==> src/rtl/core/time_of_day_counter_with_trim_unit_defines.svh <==
// ----------------------------------------------------------------------------
// time-of-day counter assertion macros
// concurrent check wrappers, compiled out for synthesis
// ----------------------------------------------------------------------------
`ifndef TIME_OF_DAY_COUNTER_WITH_TRIM_UNIT_DEFINES_SVH
`define TIME_OF_DAY_COUNTER_WITH_TRIM_UNIT_DEFINES_SVH

`ifndef SYNTHESIS
// same-cycle implication
`define TDC_ASSERT_NOW(label, ante, cons) \
  label: assert property (@(posedge clk) disable iff (rst) (ante) |-> (cons)) \
    else $error("tdc check failed");
// next-cycle implication
`define TDC_ASSERT_NEXT(label, ante, cons) \
  label: assert property (@(posedge clk) disable iff (rst) (ante) |=> (cons)) \
    else $error("tdc check failed");
`else
`define TDC_ASSERT_NOW(label, ante, cons)
`define TDC_ASSERT_NEXT(label, ante, cons)
`endif

`endif

==> src/rtl/core/tdc_pkg.sv <==
// ----------------------------------------------------------------------------
// tdc_pkg
// shared types and codes of the time-of-day counter
// ----------------------------------------------------------------------------
package tdc_pkg;

  localparam int unsigned CountW = 8;
  localparam int unsigned ModeW  = 3;
  localparam int unsigned WrW    = 2;
  localparam int unsigned CfgIdxW = 3;

  typedef logic [CountW-1:0] count_t;
  typedef logic [ModeW-1:0]  mode_t;
  typedef logic [WrW-1:0]    rtc_wr_t;
  typedef logic [CfgIdxW-1:0] cfg_idx_t;

  // command modes
  localparam mode_t MODE_TICK      = 3'd0;
  localparam mode_t MODE_HOUR_UP   = 3'd1;
  localparam mode_t MODE_HOUR_DOWN = 3'd2;
  localparam mode_t MODE_MIN_UP    = 3'd3;
  localparam mode_t MODE_CLR_SEC   = 3'd4;

  // external clock write requests
  localparam rtc_wr_t RTC_NONE  = 2'd0;
  localparam rtc_wr_t RTC_HOURS = 2'd1;
  localparam rtc_wr_t RTC_MINS  = 2'd2;
  localparam rtc_wr_t RTC_SECS  = 2'd3;

  // register indexes
  localparam cfg_idx_t REG_TICKS_PER_SEC = 3'd0;
  localparam cfg_idx_t REG_SECS_PER_MIN  = 3'd1;
  localparam cfg_idx_t REG_MINS_PER_HOUR = 3'd2;
  localparam cfg_idx_t REG_HOURS_PER_DAY = 3'd3;
  localparam cfg_idx_t REG_METRIC_DIV    = 3'd4;

  // register reset values
  localparam count_t RST_TICKS_PER_SEC = 8'd128;
  localparam count_t RST_SECS_PER_MIN  = 8'd60;
  localparam count_t RST_MINS_PER_HOUR = 8'd60;
  localparam count_t RST_HOURS_PER_DAY = 8'd24;
  localparam count_t RST_METRIC_DIV    = 8'd1;

  // remainder unit status
  typedef struct packed {
    logic busy;
    logic done;
  } rem_sts_t;

endpackage

==> src/rtl/core/tdc_if.sv <==
// ----------------------------------------------------------------------------
// tdc channel interfaces
// command and result channels with valid/ready handshake
// ----------------------------------------------------------------------------
interface tdc_cmd_if import tdc_pkg::*; ();
  logic   valid;
  logic   ready;
  mode_t  mode;
  count_t rtc_seconds;

  modport source (output valid, output mode, output rtc_seconds, input ready);
  modport sink   (input valid, input mode, input rtc_seconds, output ready);
endinterface

interface tdc_rsp_if import tdc_pkg::*; ();
  logic    valid;
  logic    ready;
  count_t  hours;
  count_t  minutes;
  count_t  seconds;
  logic    metric_pulse;
  logic    hourly_save;
  rtc_wr_t rtc_write;

  modport source (output valid, output hours, output minutes, output seconds,
                  output metric_pulse, output hourly_save, output rtc_write,
                  input ready);
  modport sink   (input valid, input hours, input minutes, input seconds,
                  input metric_pulse, input hourly_save, input rtc_write,
                  output ready);
endinterface

==> src/rtl/core/tdc_rem.sv <==
// ----------------------------------------------------------------------------
// tdc_rem
// restoring remainder unit, one quotient bit per cycle
// ----------------------------------------------------------------------------
module tdc_rem import tdc_pkg::*; (
  input  logic     clk,
  input  logic     rst,
  input  logic     start,
  input  count_t   dividend,
  input  count_t   divisor,
  output rem_sts_t sts,
  output count_t   remainder
);

  localparam int unsigned StepW = $clog2(CountW);

  count_t             rem;
  count_t             shift;
  count_t             dsr;
  logic [StepW-1:0]   step;
  logic               busy;
  logic               done;
  logic [CountW:0]    part;
  logic [CountW:0]    diff;

  // partial remainder with next dividend bit, trial subtract
  assign part = {rem, shift[CountW-1]};
  assign diff = part - {1'b0, dsr};

  always_ff @(posedge clk) begin
    if (rst) begin
      busy <= 1'b0;
      done <= 1'b0;
      step <= '0;
    end else begin
      done <= 1'b0;
      if (start) begin
        busy <= 1'b1;
        step <= StepW'(CountW - 1);
      end else if (busy) begin
        step <= step - 1'b1;
        if (step == '0) begin
          busy <= 1'b0;
          done <= 1'b1;
        end
      end
    end
  end

  always_ff @(posedge clk) begin
    if (start) begin
      rem   <= '0;
      shift <= dividend;
      dsr   <= divisor;
    end else if (busy) begin
      shift <= {shift[CountW-2:0], 1'b0};
      if (part >= {1'b0, dsr}) begin
        rem <= diff[CountW-1:0];
      end else begin
        rem <= part[CountW-1:0];
      end
    end
  end

  assign sts       = '{busy: busy, done: done};
  assign remainder = rem;

endmodule

==> src/rtl/core/time_of_day_counter_with_trim_unit.sv <==
// ----------------------------------------------------------------------------
// time_of_day_counter_with_trim_unit
// tick/second/minute/hour counter with set commands and rate trim
// ----------------------------------------------------------------------------
// usage:
//   cmd carries one command beat (mode, rtc_seconds); rsp returns exactly one
//   result beat per command with the counts after the command, the metric and
//   hourly save pulses, and the external clock write request.
//   cfg_we/cfg_index/cfg_data write the five limit registers; write only
//   while the block is idle (no command outstanding).
// sequence:
//   after a command is taken the remainder unit computes seconds mod
//   metric_divider, one bit per cycle; its registered done flag moves the
//   sequencer to the apply state, which updates the counters and loads the
//   result register.
//   cmd.ready is high only while idle, which the sequencer enters after the
//   apply: a new command is taken only after the last one has been applied.
// stall:
//   a held result does not block the next command; if the result register
//   is still full when a command reaches its apply cycle, the apply waits
//   (counters untouched) until rsp takes the old beat.
// reset:
//   counts clear to zero, limit registers load 128/60/60/24/1, rsp empty.
// ----------------------------------------------------------------------------
`include "time_of_day_counter_with_trim_unit_defines.svh"

module time_of_day_counter_with_trim_unit import tdc_pkg::*; (
  input  logic       clk,
  input  logic       rst,
  tdc_cmd_if.sink    cmd,
  tdc_rsp_if.source  rsp,
  input  logic       cfg_we,
  input  cfg_idx_t   cfg_index,
  input  count_t     cfg_data
);

  // sequencer codes
  localparam logic [1:0] ST_IDLE  = 2'd0;
  localparam logic [1:0] ST_DIV   = 2'd1;
  localparam logic [1:0] ST_APPLY = 2'd2;

  logic [1:0] state;
  logic [1:0] state_next;

  // limit registers
  count_t ticks_per_second;
  count_t seconds_per_minute;
  count_t minutes_per_hour;
  count_t hours_per_day;
  count_t metric_divider;

  // time counters
  count_t tick_count;
  count_t second_count;
  count_t minute_count;
  count_t hour_count;
  count_t tick_next;
  count_t second_next;
  count_t minute_next;
  count_t hour_next;

  // captured command
  mode_t  mode_q;
  count_t rtc_q;

  // step outputs
  logic    pulse_next;
  logic    save_next;
  rtc_wr_t wr_next;

  rem_sts_t rem_sts;
  count_t   rem_val;

  logic cmd_fire;
  logic out_free;
  logic apply;

  count_t tick_inc;
  count_t sec_inc;
  count_t min_inc;
  count_t hour_inc;
  count_t hour_dec;
  count_t hour_wrap;

  assign cmd.ready = (state == ST_IDLE);
  assign cmd_fire  = cmd.valid && cmd.ready;
  assign out_free  = !rsp.valid || rsp.ready;
  assign apply     = (state == ST_APPLY) && out_free;

  // seconds mod metric_divider, remainder unit
  tdc_rem u_rem (
    .clk       (clk),
    .rst       (rst),
    .start     (cmd_fire),
    .dividend  (second_count),
    .divisor   (metric_divider),
    .sts       (rem_sts),
    .remainder (rem_val)
  );

  // configuration writes
  always_ff @(posedge clk) begin
    if (rst) begin
      ticks_per_second   <= RST_TICKS_PER_SEC;
      seconds_per_minute <= RST_SECS_PER_MIN;
      minutes_per_hour   <= RST_MINS_PER_HOUR;
      hours_per_day      <= RST_HOURS_PER_DAY;
      metric_divider     <= RST_METRIC_DIV;
    end else if (cfg_we) begin
      unique case (cfg_index)
        REG_TICKS_PER_SEC: ticks_per_second   <= cfg_data;
        REG_SECS_PER_MIN:  seconds_per_minute <= cfg_data;
        REG_MINS_PER_HOUR: minutes_per_hour   <= cfg_data;
        REG_HOURS_PER_DAY: hours_per_day      <= cfg_data;
        REG_METRIC_DIV:    metric_divider     <= cfg_data;
        default: ;
      endcase
    end
  end

  // sequencer
  always_comb begin
    state_next = state;
    unique case (state)
      ST_IDLE:  if (cmd_fire) state_next = ST_DIV;
      ST_DIV:   if (rem_sts.done) state_next = ST_APPLY;
      ST_APPLY: if (out_free) state_next = ST_IDLE;
      default:  state_next = ST_IDLE;
    endcase
  end

  always_ff @(posedge clk) begin
    if (rst) begin
      state <= ST_IDLE;
    end else begin
      state <= state_next;
    end
  end

  always_ff @(posedge clk) begin
    if (cmd_fire) begin
      mode_q <= cmd.mode;
      rtc_q  <= cmd.rtc_seconds;
    end
  end

  // increments wrap at 8 bits before the limit compare
  assign tick_inc  = tick_count + 1'b1;
  assign sec_inc   = second_count + 1'b1;
  assign min_inc   = minute_count + 1'b1;
  assign hour_inc  = hour_count + 1'b1;
  assign hour_dec  = hour_count - 1'b1;
  assign hour_wrap = (hour_inc >= hours_per_day) ? '0 : hour_inc;

  // counter update for the captured command
  always_comb begin
    tick_next   = tick_count;
    second_next = second_count;
    minute_next = minute_count;
    hour_next   = hour_count;
    pulse_next  = 1'b0;
    save_next   = 1'b0;
    wr_next     = RTC_NONE;
    unique case (mode_q)
      MODE_TICK: begin
        tick_next = tick_inc;
        if (tick_inc == ticks_per_second) begin
          tick_next  = '0;
          pulse_next = (metric_divider == '0) || (rem_val == '0);
          second_next = sec_inc;
          if (sec_inc >= seconds_per_minute) begin
            second_next = '0;
            // trim: reading past half a minute means the local clock is fast
            if (rtc_q != '0) begin
              if (rtc_q > (seconds_per_minute >> 1)) begin
                tick_next = '1;
              end else begin
                tick_next = count_t'(1);
              end
            end
            minute_next = min_inc;
            if (min_inc >= minutes_per_hour) begin
              minute_next = '0;
              save_next   = 1'b1;
              hour_next   = hour_wrap;
            end
          end
        end
      end
      MODE_HOUR_UP: begin
        hour_next = hour_wrap;
        wr_next   = RTC_HOURS;
      end
      MODE_HOUR_DOWN: begin
        hour_next = (hour_dec >= hours_per_day) ? (hours_per_day - 1'b1) : hour_dec;
        wr_next   = RTC_HOURS;
      end
      MODE_MIN_UP: begin
        minute_next = (min_inc >= minutes_per_hour) ? '0 : min_inc;
        wr_next     = RTC_MINS;
      end
      MODE_CLR_SEC: begin
        second_next = '0;
        tick_next   = '0;
        wr_next     = RTC_SECS;
      end
      default: ;
    endcase
  end

  always_ff @(posedge clk) begin
    if (rst) begin
      tick_count   <= '0;
      second_count <= '0;
      minute_count <= '0;
      hour_count   <= '0;
    end else if (apply) begin
      tick_count   <= tick_next;
      second_count <= second_next;
      minute_count <= minute_next;
      hour_count   <= hour_next;
    end
  end

  // result register
  always_ff @(posedge clk) begin
    if (rst) begin
      rsp.valid <= 1'b0;
    end else if (apply) begin
      rsp.valid <= 1'b1;
    end else if (rsp.ready) begin
      rsp.valid <= 1'b0;
    end
  end

  always_ff @(posedge clk) begin
    if (apply) begin
      rsp.hours        <= hour_next;
      rsp.minutes      <= minute_next;
      rsp.seconds      <= second_next;
      rsp.metric_pulse <= pulse_next;
      rsp.hourly_save  <= save_next;
      rsp.rtc_write    <= wr_next;
    end
  end

  // checks
  `TDC_ASSERT_NEXT(a_accept_starts_div, cmd.valid && cmd.ready, state == ST_DIV)
  `TDC_ASSERT_NOW(a_done_only_in_div, rem_sts.done, state == ST_DIV && !rem_sts.busy)
  `TDC_ASSERT_NOW(a_pulse_no_write, rsp.valid && (rsp.metric_pulse || rsp.hourly_save),
                  rsp.rtc_write == RTC_NONE)
  `TDC_ASSERT_NEXT(a_apply_loads_out, state == ST_APPLY && out_free, rsp.valid && state == ST_IDLE)

endmodule
==> src/flat_wrapper.sv <==
// flat-port wrapper written by rule: the top's interface ports become plain ports
module time_of_day_counter_with_trim_unit_flat import tdc_pkg::*;
  (clk, rst, cfg_we, cfg_index, cfg_data, cmd_valid, cmd_mode, cmd_rtc_seconds, cmd_ready, rsp_valid, rsp_hours, rsp_minutes, rsp_seconds, rsp_metric_pulse, rsp_hourly_save, rsp_rtc_write, rsp_ready);
  tdc_cmd_if cmd_i ();
  tdc_rsp_if rsp_i ();
  input  logic clk;
  input  logic rst;
  input  logic cfg_we;
  input  cfg_idx_t cfg_index;
  input  count_t cfg_data;
  input wire logic [$bits(cmd_i.valid)-1:0] cmd_valid;
  input wire logic [$bits(cmd_i.mode)-1:0] cmd_mode;
  input wire logic [$bits(cmd_i.rtc_seconds)-1:0] cmd_rtc_seconds;
  output wire logic [$bits(cmd_i.ready)-1:0] cmd_ready;
  output wire logic [$bits(rsp_i.valid)-1:0] rsp_valid;
  output wire logic [$bits(rsp_i.hours)-1:0] rsp_hours;
  output wire logic [$bits(rsp_i.minutes)-1:0] rsp_minutes;
  output wire logic [$bits(rsp_i.seconds)-1:0] rsp_seconds;
  output wire logic [$bits(rsp_i.metric_pulse)-1:0] rsp_metric_pulse;
  output wire logic [$bits(rsp_i.hourly_save)-1:0] rsp_hourly_save;
  output wire logic [$bits(rsp_i.rtc_write)-1:0] rsp_rtc_write;
  input wire logic [$bits(rsp_i.ready)-1:0] rsp_ready;
  assign cmd_i.valid = cmd_valid;
  assign cmd_i.mode = cmd_mode;
  assign cmd_i.rtc_seconds = cmd_rtc_seconds;
  assign cmd_ready = cmd_i.ready;
  assign rsp_valid = rsp_i.valid;
  assign rsp_hours = rsp_i.hours;
  assign rsp_minutes = rsp_i.minutes;
  assign rsp_seconds = rsp_i.seconds;
  assign rsp_metric_pulse = rsp_i.metric_pulse;
  assign rsp_hourly_save = rsp_i.hourly_save;
  assign rsp_rtc_write = rsp_i.rtc_write;
  assign rsp_i.ready = rsp_ready;
  time_of_day_counter_with_trim_unit u_core (.clk(clk), .rst(rst), .cmd(cmd_i), .rsp(rsp_i), .cfg_we(cfg_we), .cfg_index(cfg_index), .cfg_data(cfg_data));
endmodule
==> config.mk <==
export PLATFORM = sky130hd
export DESIGN_NAME = time_of_day_counter_with_trim_unit_flat
export DESIGN_NICKNAME = d
export VERILOG_FILES = /design/src/rtl/core/tdc_pkg.sv /design/src/rtl/core/tdc_if.sv /design/src/rtl/core/tdc_rem.sv /design/src/rtl/core/time_of_day_counter_with_trim_unit.sv /design/src/flat_wrapper.sv
export VERILOG_INCLUDE_DIRS = /design/src /design/src/rtl/core
export SDC_FILE = /design/constraint.sdc
export NUM_CORES = 1
export LEC_CHECK = 0
export BUFFER_PORTS_ARGS = -buffer_cell sky130_fd_sc_hd__buf_2
export CAP_MARGIN = 30
export CORE_UTILIZATION = 50
export CTS_CLUSTER_SIZE = 30
export DETAILED_ROUTE_END_ITERATION = 16
export HOLD_SLACK_MARGIN = 0.12
export PLACE_DENSITY_LB_ADDON = 0.08
export SLEW_MARGIN = 5
export SYNTH_ARGS = -nofsm -noshare
export SYNTH_HDL_FRONTEND = slang
export SYNTH_SLANG_ARGS = --single-unit
==> constraint.sdc <==
create_clock -name clk -period 6.4 [get_ports clk]
set_input_delay 0.32 -clock clk [delete_from_list [all_inputs] [get_ports clk]]
set_output_delay 0.32 -clock clk [all_outputs]
set_load 0.01 [all_outputs]
=== Word-level counts from Yosys, hierarchy flattened ===
Cells that the tools add are included.

* Register bits: 143
* Output and inout bits: 30
* Input bits: 27
* Logic and storage cells: 115

* Bitwise logic cells: 1
* Reduce and logical (&&, ||, !) cells: 26
* Multiplexer cells: 35
* Magnitude comparators: 6
* Eq/ne operators: 14
* $add $sub $neg: 8

{| class="wikitable"
|+ Operators with widths
! operator !! number
|-
| $mux W8 || 17
|-
| $pmux W8 S2 || 3
|-
| $add A8 B1 Y8 const B || 4
|-
| $ge A8 B8 Y1 || 4
|-
| $pmux W8 S3 || 1
|-
| $logic_not A8 Y1 || 2
|-
| $sub A8 B1 Y8 const B || 2
|-
| $reduce_and A2 Y1 || 7
|-
| $eq A3 B2 Y1 const B || 4
|-
| $pmux W2 S3 || 2
|-
| $ge A9 B8 Y1 || 1
|-
| $logic_not A3 Y1 || 3
|-
| $eq A8 B8 Y1 || 1
|-
| $gt A8 B7 Y1 || 1
|-
| $reduce_bool A8 Y1 || 1
|-
| $sub A8 B8 Y8 || 1
|-
| $mux W1 || 7
|-
| $eq A3 B1 Y1 const B || 2
|-
| $eq A3 B3 Y1 const B || 2
|-
| $mux W2 || 3
|-
| $mux W3 || 2
|-
| $reduce_and A3 Y1 || 2
|-
| $reduce_bool A2 Y1 || 3
|-
| $ne A2 B2 Y1 const B || 2
|-
| 11 further kinds || 13
|}

=== Logic depth before layout (Yosys ltp) ===
* Word-level depth: 7
* Depth in mapped cells: 16
* Depth with buffers taken out: 14

=== Modules after synthesis ===
From an unflattened synthesis, not the netlist that was laid out.

* Cells, all modules: 923
* Area, all modules: 8463.1 sq um

{| class="wikitable"
|+ By module, submodules not included
! module !! instances !! area an instance (sq um) !! cells an instance
|-
| time_of_day_counter_with_trim_unit || 1 || 6737.7 || 762
|-
| tdc_rem || 1 || 1725.4 || 161
|}

=== Worst setup path after synthesis ===
OpenSTA, ideal clock, no wires.

* Kind: reg-to-reg
* Start: register u_core.hour_count[0]
* End: register u_core.hour_count[3]
* Data arrival time: 3.167 ns
* Buffers on the path: 2
* Stages on the path, launching flop included: 16
* Period minus slack after synthesis: 3.289 ns
* Data required time: 6.278 ns
* Path slack: 3.111 ns
* Path through: dfxtp_1 > clkbuf_1 > inv_1 > ha_1 > nand2_1 > nor3_1 > xor2_1 > ha_1 > and4_1 > a221o_1 > a21oi_1 > clkbuf_1 > nor2_1 > o21ai_0 > o22ai_1 > a221o_1

* Cells in the longest elaborated chain, start to end: 7

{| class="wikitable"
|+ RTL lines
! element !! RTL line !! text
|-
| start, declared || time_of_day_counter_with_trim_unit.sv:56 || <nowiki>count_t hour_count;</nowiki>
|-
| start signal, assigned || time_of_day_counter_with_trim_unit.sv:221 || <nowiki>hour_count <= hour_next;</nowiki>
|-
| $add A8 B1 Y8 || time_of_day_counter_with_trim_unit.sv:151 || <nowiki>assign hour_inc = hour_count + 1'b1;</nowiki>
|-
| $ge A8 B8 Y1 || time_of_day_counter_with_trim_unit.sv:153 || <nowiki>assign hour_wrap = (hour_inc >= hours_per_day) ? '0 : hour_inc;</nowiki>
|-
| $mux W8 || time_of_day_counter_with_trim_unit.sv:153 ||
|-
| $mux W8 || time_of_day_counter_with_trim_unit.sv:182 || <nowiki>if (min_inc >= minutes_per_hour) begin</nowiki>
|-
| $mux W8 || time_of_day_counter_with_trim_unit.sv:171 || <nowiki>if (sec_inc >= seconds_per_minute) begin</nowiki>
|-
| $mux W8 || time_of_day_counter_with_trim_unit.sv:167 || <nowiki>if (tick_inc == ticks_per_second) begin</nowiki>
|-
| $pmux W8 S3 * || time_of_day_counter_with_trim_unit.sv:164 || <nowiki>unique case (mode_q)</nowiki>
|}

Every way passes the cells marked *; elsewhere a longest branch is shown, timed or not.
A chain may end at the register's enable or synchronous reset.

=== Final worst setup path ===
* Start: register u_core.second_count[0]
* End: register u_core.rsp.minutes[3], data pin

* Cells in the longest elaborated chain, start to end: 5

{| class="wikitable"
|+ RTL lines
! element !! RTL line !! text
|-
| start, declared || time_of_day_counter_with_trim_unit.sv:54 || <nowiki>count_t second_count;</nowiki>
|-
| start signal, assigned || time_of_day_counter_with_trim_unit.sv:219 || <nowiki>second_count <= second_next;</nowiki>
|-
| $add A8 B1 Y8 || time_of_day_counter_with_trim_unit.sv:149 || <nowiki>assign sec_inc = second_count + 1'b1;</nowiki>
|-
| $ge A8 B8 Y1 || time_of_day_counter_with_trim_unit.sv:171 ||
|-
| $mux W8 || time_of_day_counter_with_trim_unit.sv:171 ||
|-
| $mux W8 || time_of_day_counter_with_trim_unit.sv:167 ||
|-
| $pmux W8 S2 || time_of_day_counter_with_trim_unit.sv:164 ||
|-
| named net u_core.minute_next[3] || time_of_day_counter_with_trim_unit.sv:59 || <nowiki>count_t minute_next;</nowiki>
|-
| end signal, assigned || time_of_day_counter_with_trim_unit.sv:239 || <nowiki>rsp.minutes <= minute_next;</nowiki>
|-
| end, declared || tdc_if.sv:25 || <nowiki>modport source (output valid, output hours, output minutes, output seconds,</nowiki>
|}

The timed path passes the listed nets, and every way through them passes these cells.

==> out/summary.txt <==
FLOORPLANNING
------------------------------------------------------------------------------
Number of top-level design ports ................................           57
Vertical die dimension ..........................................       128 µm
Number of standard-cell rows in the floorplan ...................           45
Horizontal die dimension ........................................       128 µm
Starting density of the core ....................................        0.515
DIE AREA ........................................................    16300 µm²
Core region area ................................................    15300 µm²

STA
------------------------------------------------------------------------------
Slew of the pin with the lowest slew margin .....................       917 ps
Min cycle time layout ...........................................      4000 ps
Worst slack on hold paths .......................................       160 ps
Final-report hold violation count ...............................            0
Final Max Tran Viols ............................................            0
Sum Neg Setup Slack .............................................         0 ps
Final period util ...............................................        0.625
Max Clock Skew ..................................................      10.6 ps
Tightest slew margin relative to the limit ......................        0.387
RSZ-0062 raised after global routing ............................           no
Count of endpoints failing setup in the final report ............            0
Highest attainable clock frequency ..............................      250 MHz

CLOCK NETWORK
------------------------------------------------------------------------------
Number of buffers added by the clock tree synthesis step ........           17
Number of H-tree levels .........................................            4
Root Driver ..................................................... sky130_fd_sc_hd__clkbuf_16
Clock latency reported for the late side of the worst-skew pair .       430 ps
Count of clock tree sinks .......................................          143
Setup fix buffers added after clock tree synthesis ..............            0
Count of hold-fix buffers inserted at cts .......................           11
CTS clock-pin slew for the worst setup and hold paths ...........        60 ps
Maximum clock path buffer count .................................            2
Post-cts resize count ...........................................            0
CTS tree ........................................................         done

CELLS AND AREA
------------------------------------------------------------------------------
Proportion of layout cells with a drive suffix above 1 ..........        0.120
Area growth from synthesis to layout ............................        14.4%
Number of nets in the final layout ..............................         1026
# fillers .......................................................         1388
Final instance area .............................................     9020 µm²
Diode count .....................................................            0

SYNTH
------------------------------------------------------------------------------
Synth warn ......................................................            0
Sequential fraction of the synthesis area .......................        0.433
Number of synthesized register bits .............................          143
Netlist cell types ..............................................           65
Area fraction of the dominant cell type after synthesis .........        0.223
Commonest cells in the netlist .................................. sky130_fd_sc_hd__nand2_1 (144), sky130_fd_sc_hd__dfxtp_1 (88), sky130_fd_sc_hd__nor2_1 (65)
Number of synthesized flops with an enable pin ..................           55
Syn Std Cell Area ...............................................     7880 µm²
Asr flop ratio synth ............................................            0
Cell type with the largest total area after synthesis ........... sky130_fd_sc_hd__dfxtp_1
Most repeated cell in the gate-level netlist after synthesis .... sky130_fd_sc_hd__nand2_1
Mean cell area of the mapped netlist ............................     8.89 µm²
Number of cells produced by synthesis ...........................          887
Cell types with the largest area share after synthesis .......... sky130_fd_sc_hd__dfxtp_1 (22%), sky130_fd_sc_hd__edfxtp_1 (21%), sky130_fd_sc_hd__ha_1 (8.6%), sky130_fd_sc_hd__nand2_1 (6.9%), sky130_fd_sc_hd__o21ai_0 (3.6%)
Top_reg_cell synth .............................................. sky130_fd_sc_hd__dfxtp_1
Post-synth net total ............................................          969

WORST SETUP PATH
------------------------------------------------------------------------------
Worst path slowest cell ......................................... sky130_fd_sc_hd__dfxtp_1
Delay contributed by the slowest stage of the critical path .....       470 ps
Cell family with the largest share of critical-path delay ....... compound AO/OA/AOI/OAI gates
Buffers and inverters on the worst path .........................            2
Path type of the worst setup path ...............................      reg2reg
Data arrival time of the critical path ..........................      4180 ps
Chain of cells forming the critical path ........................ ha_1, nand3_1, nor2_1, xnor2_1, inv_1, ha_1, a21o_1, a221o_1, a21oi_1, inv_1, nand3_1, a21o_1, mux2_2
Biggest fanout along the worst timing path ......................           10
Type of origin of the critical path .............................    flip-flop
Data required time of the critical path .........................      6580 ps
Critical Path Sink Type .........................................    flip-flop

ROUTING
------------------------------------------------------------------------------
Drt first-iter violations .......................................          461
Antenna-violating nets left .....................................            0
Vias after detailed routing .....................................         6454
Drt wl/cell .....................................................      15.8 µm
Routed WL .......................................................      18.4 mm
Average vias per placed instance ................................         5.53
# DRC ...........................................................            0
First-pass detailed-route iteration total .......................            5

GLOBAL ROUTE
------------------------------------------------------------------------------
GRT Resource Usage Total ........................................        0.240
Number of global-route vias before repair .......................         6153
Global route overflow ...........................................            0
Global-route wire length before repair ..........................      30.4 mm
Initial antenna violation count .................................            0
Pin count of the biggest net entering global routing ............           72

PLACE
------------------------------------------------------------------------------
Total cell area at the placement stage ..........................     8330 µm²
Number of I/O port buffers ......................................           56
Routability-driven placement congestion ratio ...................        0.834
Detailed placer's ending HPWL ...................................      13.3 mm

POWER AND IR DROP
------------------------------------------------------------------------------
Worst voltage drop across the vdd grid ..........................     0.210 mV
Sequential Power Share ..........................................        0.458
Fraction of power spent switching nets ..........................        0.252
Cell Pwr Density ................................................   244 nW/µm²
Leakage component of the power ..................................      3.83 nW
Reported net switching power ....................................     0.554 mW
Clk network pwr share ...........................................        0.436
Comb power frac .................................................        0.106
Internal power contribution .....................................      1.64 mW

WORST HOLD PATH
------------------------------------------------------------------------------
Class of the worst hold path ....................................       in2reg

JOB
------------------------------------------------------------------------------
Max-cap violation count .........................................            0

OUTCOME
------------------------------------------------------------------------------
Status ..........................................................    completed

[worst register-to-register path, delay by kind of cell (launching register included)]
kind | cells | cell delay, ps
multiplexers | 1 | 390
AND/OR/NAND/NOR | 3 | 450
adder cells (fa/ha/maj) | 2 | 580
flip-flops | 1 | 470
AO/OA/AOI/OAI | 4 | 1340
XOR/XNOR | 1 | 170
buffers and inverters | 2 | 350
[worst paths after layout]
| check | depth (start not counted) | startpoint | endpoint | slack (ps) |
|---|---|---|---|---|
| min | 4 | rsp_ready | u_core.state[1]$_SDFFE_PP0P_ | 160 |
| max reg2reg | 13 | u_core.second_count[0]$_SDFFE_PP0P_ | u_core.rsp.minutes[3]$_DFFE_PP_ | 2400 |
| min reg2reg | 1 | u_core.u_rem.done$_SDFF_PP0_ | u_core.state[0]$_SDFFE_PP0P_ | 470 |
| max | 13 | u_core.second_count[0]$_SDFFE_PP0P_ | u_core.rsp.minutes[3]$_DFFE_PP_ | 2400 |
[metal layers]
layer  global-route usage  part of all wire
met4               0.0679             0.014
met5                    0                 0
met3               0.0477             0.035
met2                0.397              0.48
met1                0.318              0.47
[metrics by stage]
step / cells / setup WS (ps) / utilization / total power [mW]
4_1_cts: 1167 / 2410 / 0.588 / 2.21
5_1_grt: 1168 / 2140 / 0.589 / 2.29
6_report: 1168 / 2400 / 0.589 / 2.20
2_1_floorplan: 887 / 3110 / - / 1.19
3_3_place_gp: 1121 / 2260 / 0.542 / 1.24
3_5_place_dp: 1124 / 2440 / 0.544 / 1.25
[cells by family after synthesis]
family	after synthesis	share of synthesized area
adder cells (fa/ha/maj)	55	0.0883
flip-flops	143	0.433
multiplexers	26	0.0340
AO/OA/AOI/OAI	191	0.153
AND/OR/NAND/NOR	337	0.200
buffers and inverters	95	0.0468
XOR/XNOR	40	0.0444
[registers in the layout, indices dropped and copies added (netlist names), 2 cells and up]
signal and count:
u_core.rtc_q 8, u_core.rsp.minutes 8, u_core.second_count 8, u_core.hours_per_day 8
u_core.ticks_per_second 8, u_core.u_rem.remainder 8, u_core.rsp.hours 8, u_core.minutes_per_hour 8
u_core.u_rem.shift 8, u_core.hour_count 8, u_core.seconds_per_minute 8, u_core.metric_divider 8
u_core.mode_q 3, u_core.u_rem.dsr 8, u_core.rsp.rtc_write 2, u_core.state 2
u_core.rsp.seconds 8, u_core.u_rem.step 3, u_core.minute_count 8, u_core.tick_count 8
[placed cells by master (no fill, tap or decap), types with 7 or more instances in the layout]
| master | instances |
|---|---|
| sky130_fd_sc_hd__nor2b_1 | 15 |
| sky130_fd_sc_hd__nand2b_1 | 12 |
| sky130_fd_sc_hd__buf_2 | 57 |
| sky130_fd_sc_hd__mux2i_1 | 20 |
| sky130_fd_sc_hd__edfxtp_1 | 55 |
| sky130_fd_sc_hd__and3_1 | 8 |
| sky130_fd_sc_hd__nor4_1 | 7 |
| sky130_fd_sc_hd__inv_1 | 59 |
| sky130_fd_sc_hd__a21oi_1 | 53 |
| sky130_fd_sc_hd__nor2_1 | 65 |
| sky130_fd_sc_hd__nand2_1 | 144 |
| sky130_fd_sc_hd__o21ai_0 | 57 |
| sky130_fd_sc_hd__xnor2_1 | 20 |
| sky130_fd_sc_hd__nor3_1 | 16 |
| sky130_fd_sc_hd__nand3_1 | 28 |
| sky130_fd_sc_hd__a211o_1 | 10 |
| sky130_fd_sc_hd__a21o_1 | 12 |
| sky130_fd_sc_hd__xor2_1 | 20 |
| sky130_fd_sc_hd__clkbuf_16 | 17 |
| sky130_fd_sc_hd__dfxtp_1 | 88 |
| sky130_fd_sc_hd__dlygate4sd3_1 | 11 |
| sky130_fd_sc_hd__ha_1 | 54 |
[power by group through the flow]
stage	combinational (mW)	sequential (mW)	clock [mW]
6_report	0.234	1.01	0.959
5_1_grt	0.263	1.01	1.02
4_1_cts	0.234	1.01	0.973
3_5_place_dp	0.227	1.03	0
3_3_place_gp	0.215	1.02	0
2_1_floorplan	0.174	1.01	0
[cell type report]
type	count	area, µm²	area share
Clock buffer	20	467	0.0517
Clock inverter	12	110	0.0122
Inverter	60	225	0.0250
Multi-Input combinational cell	649	4100	0.455
Sequential cell	143	3410	0.378
Tap cell	211	264	0.0293
Timing Repair Buffer	73	440	0.0488
Power figures use the tool's default switching activity.
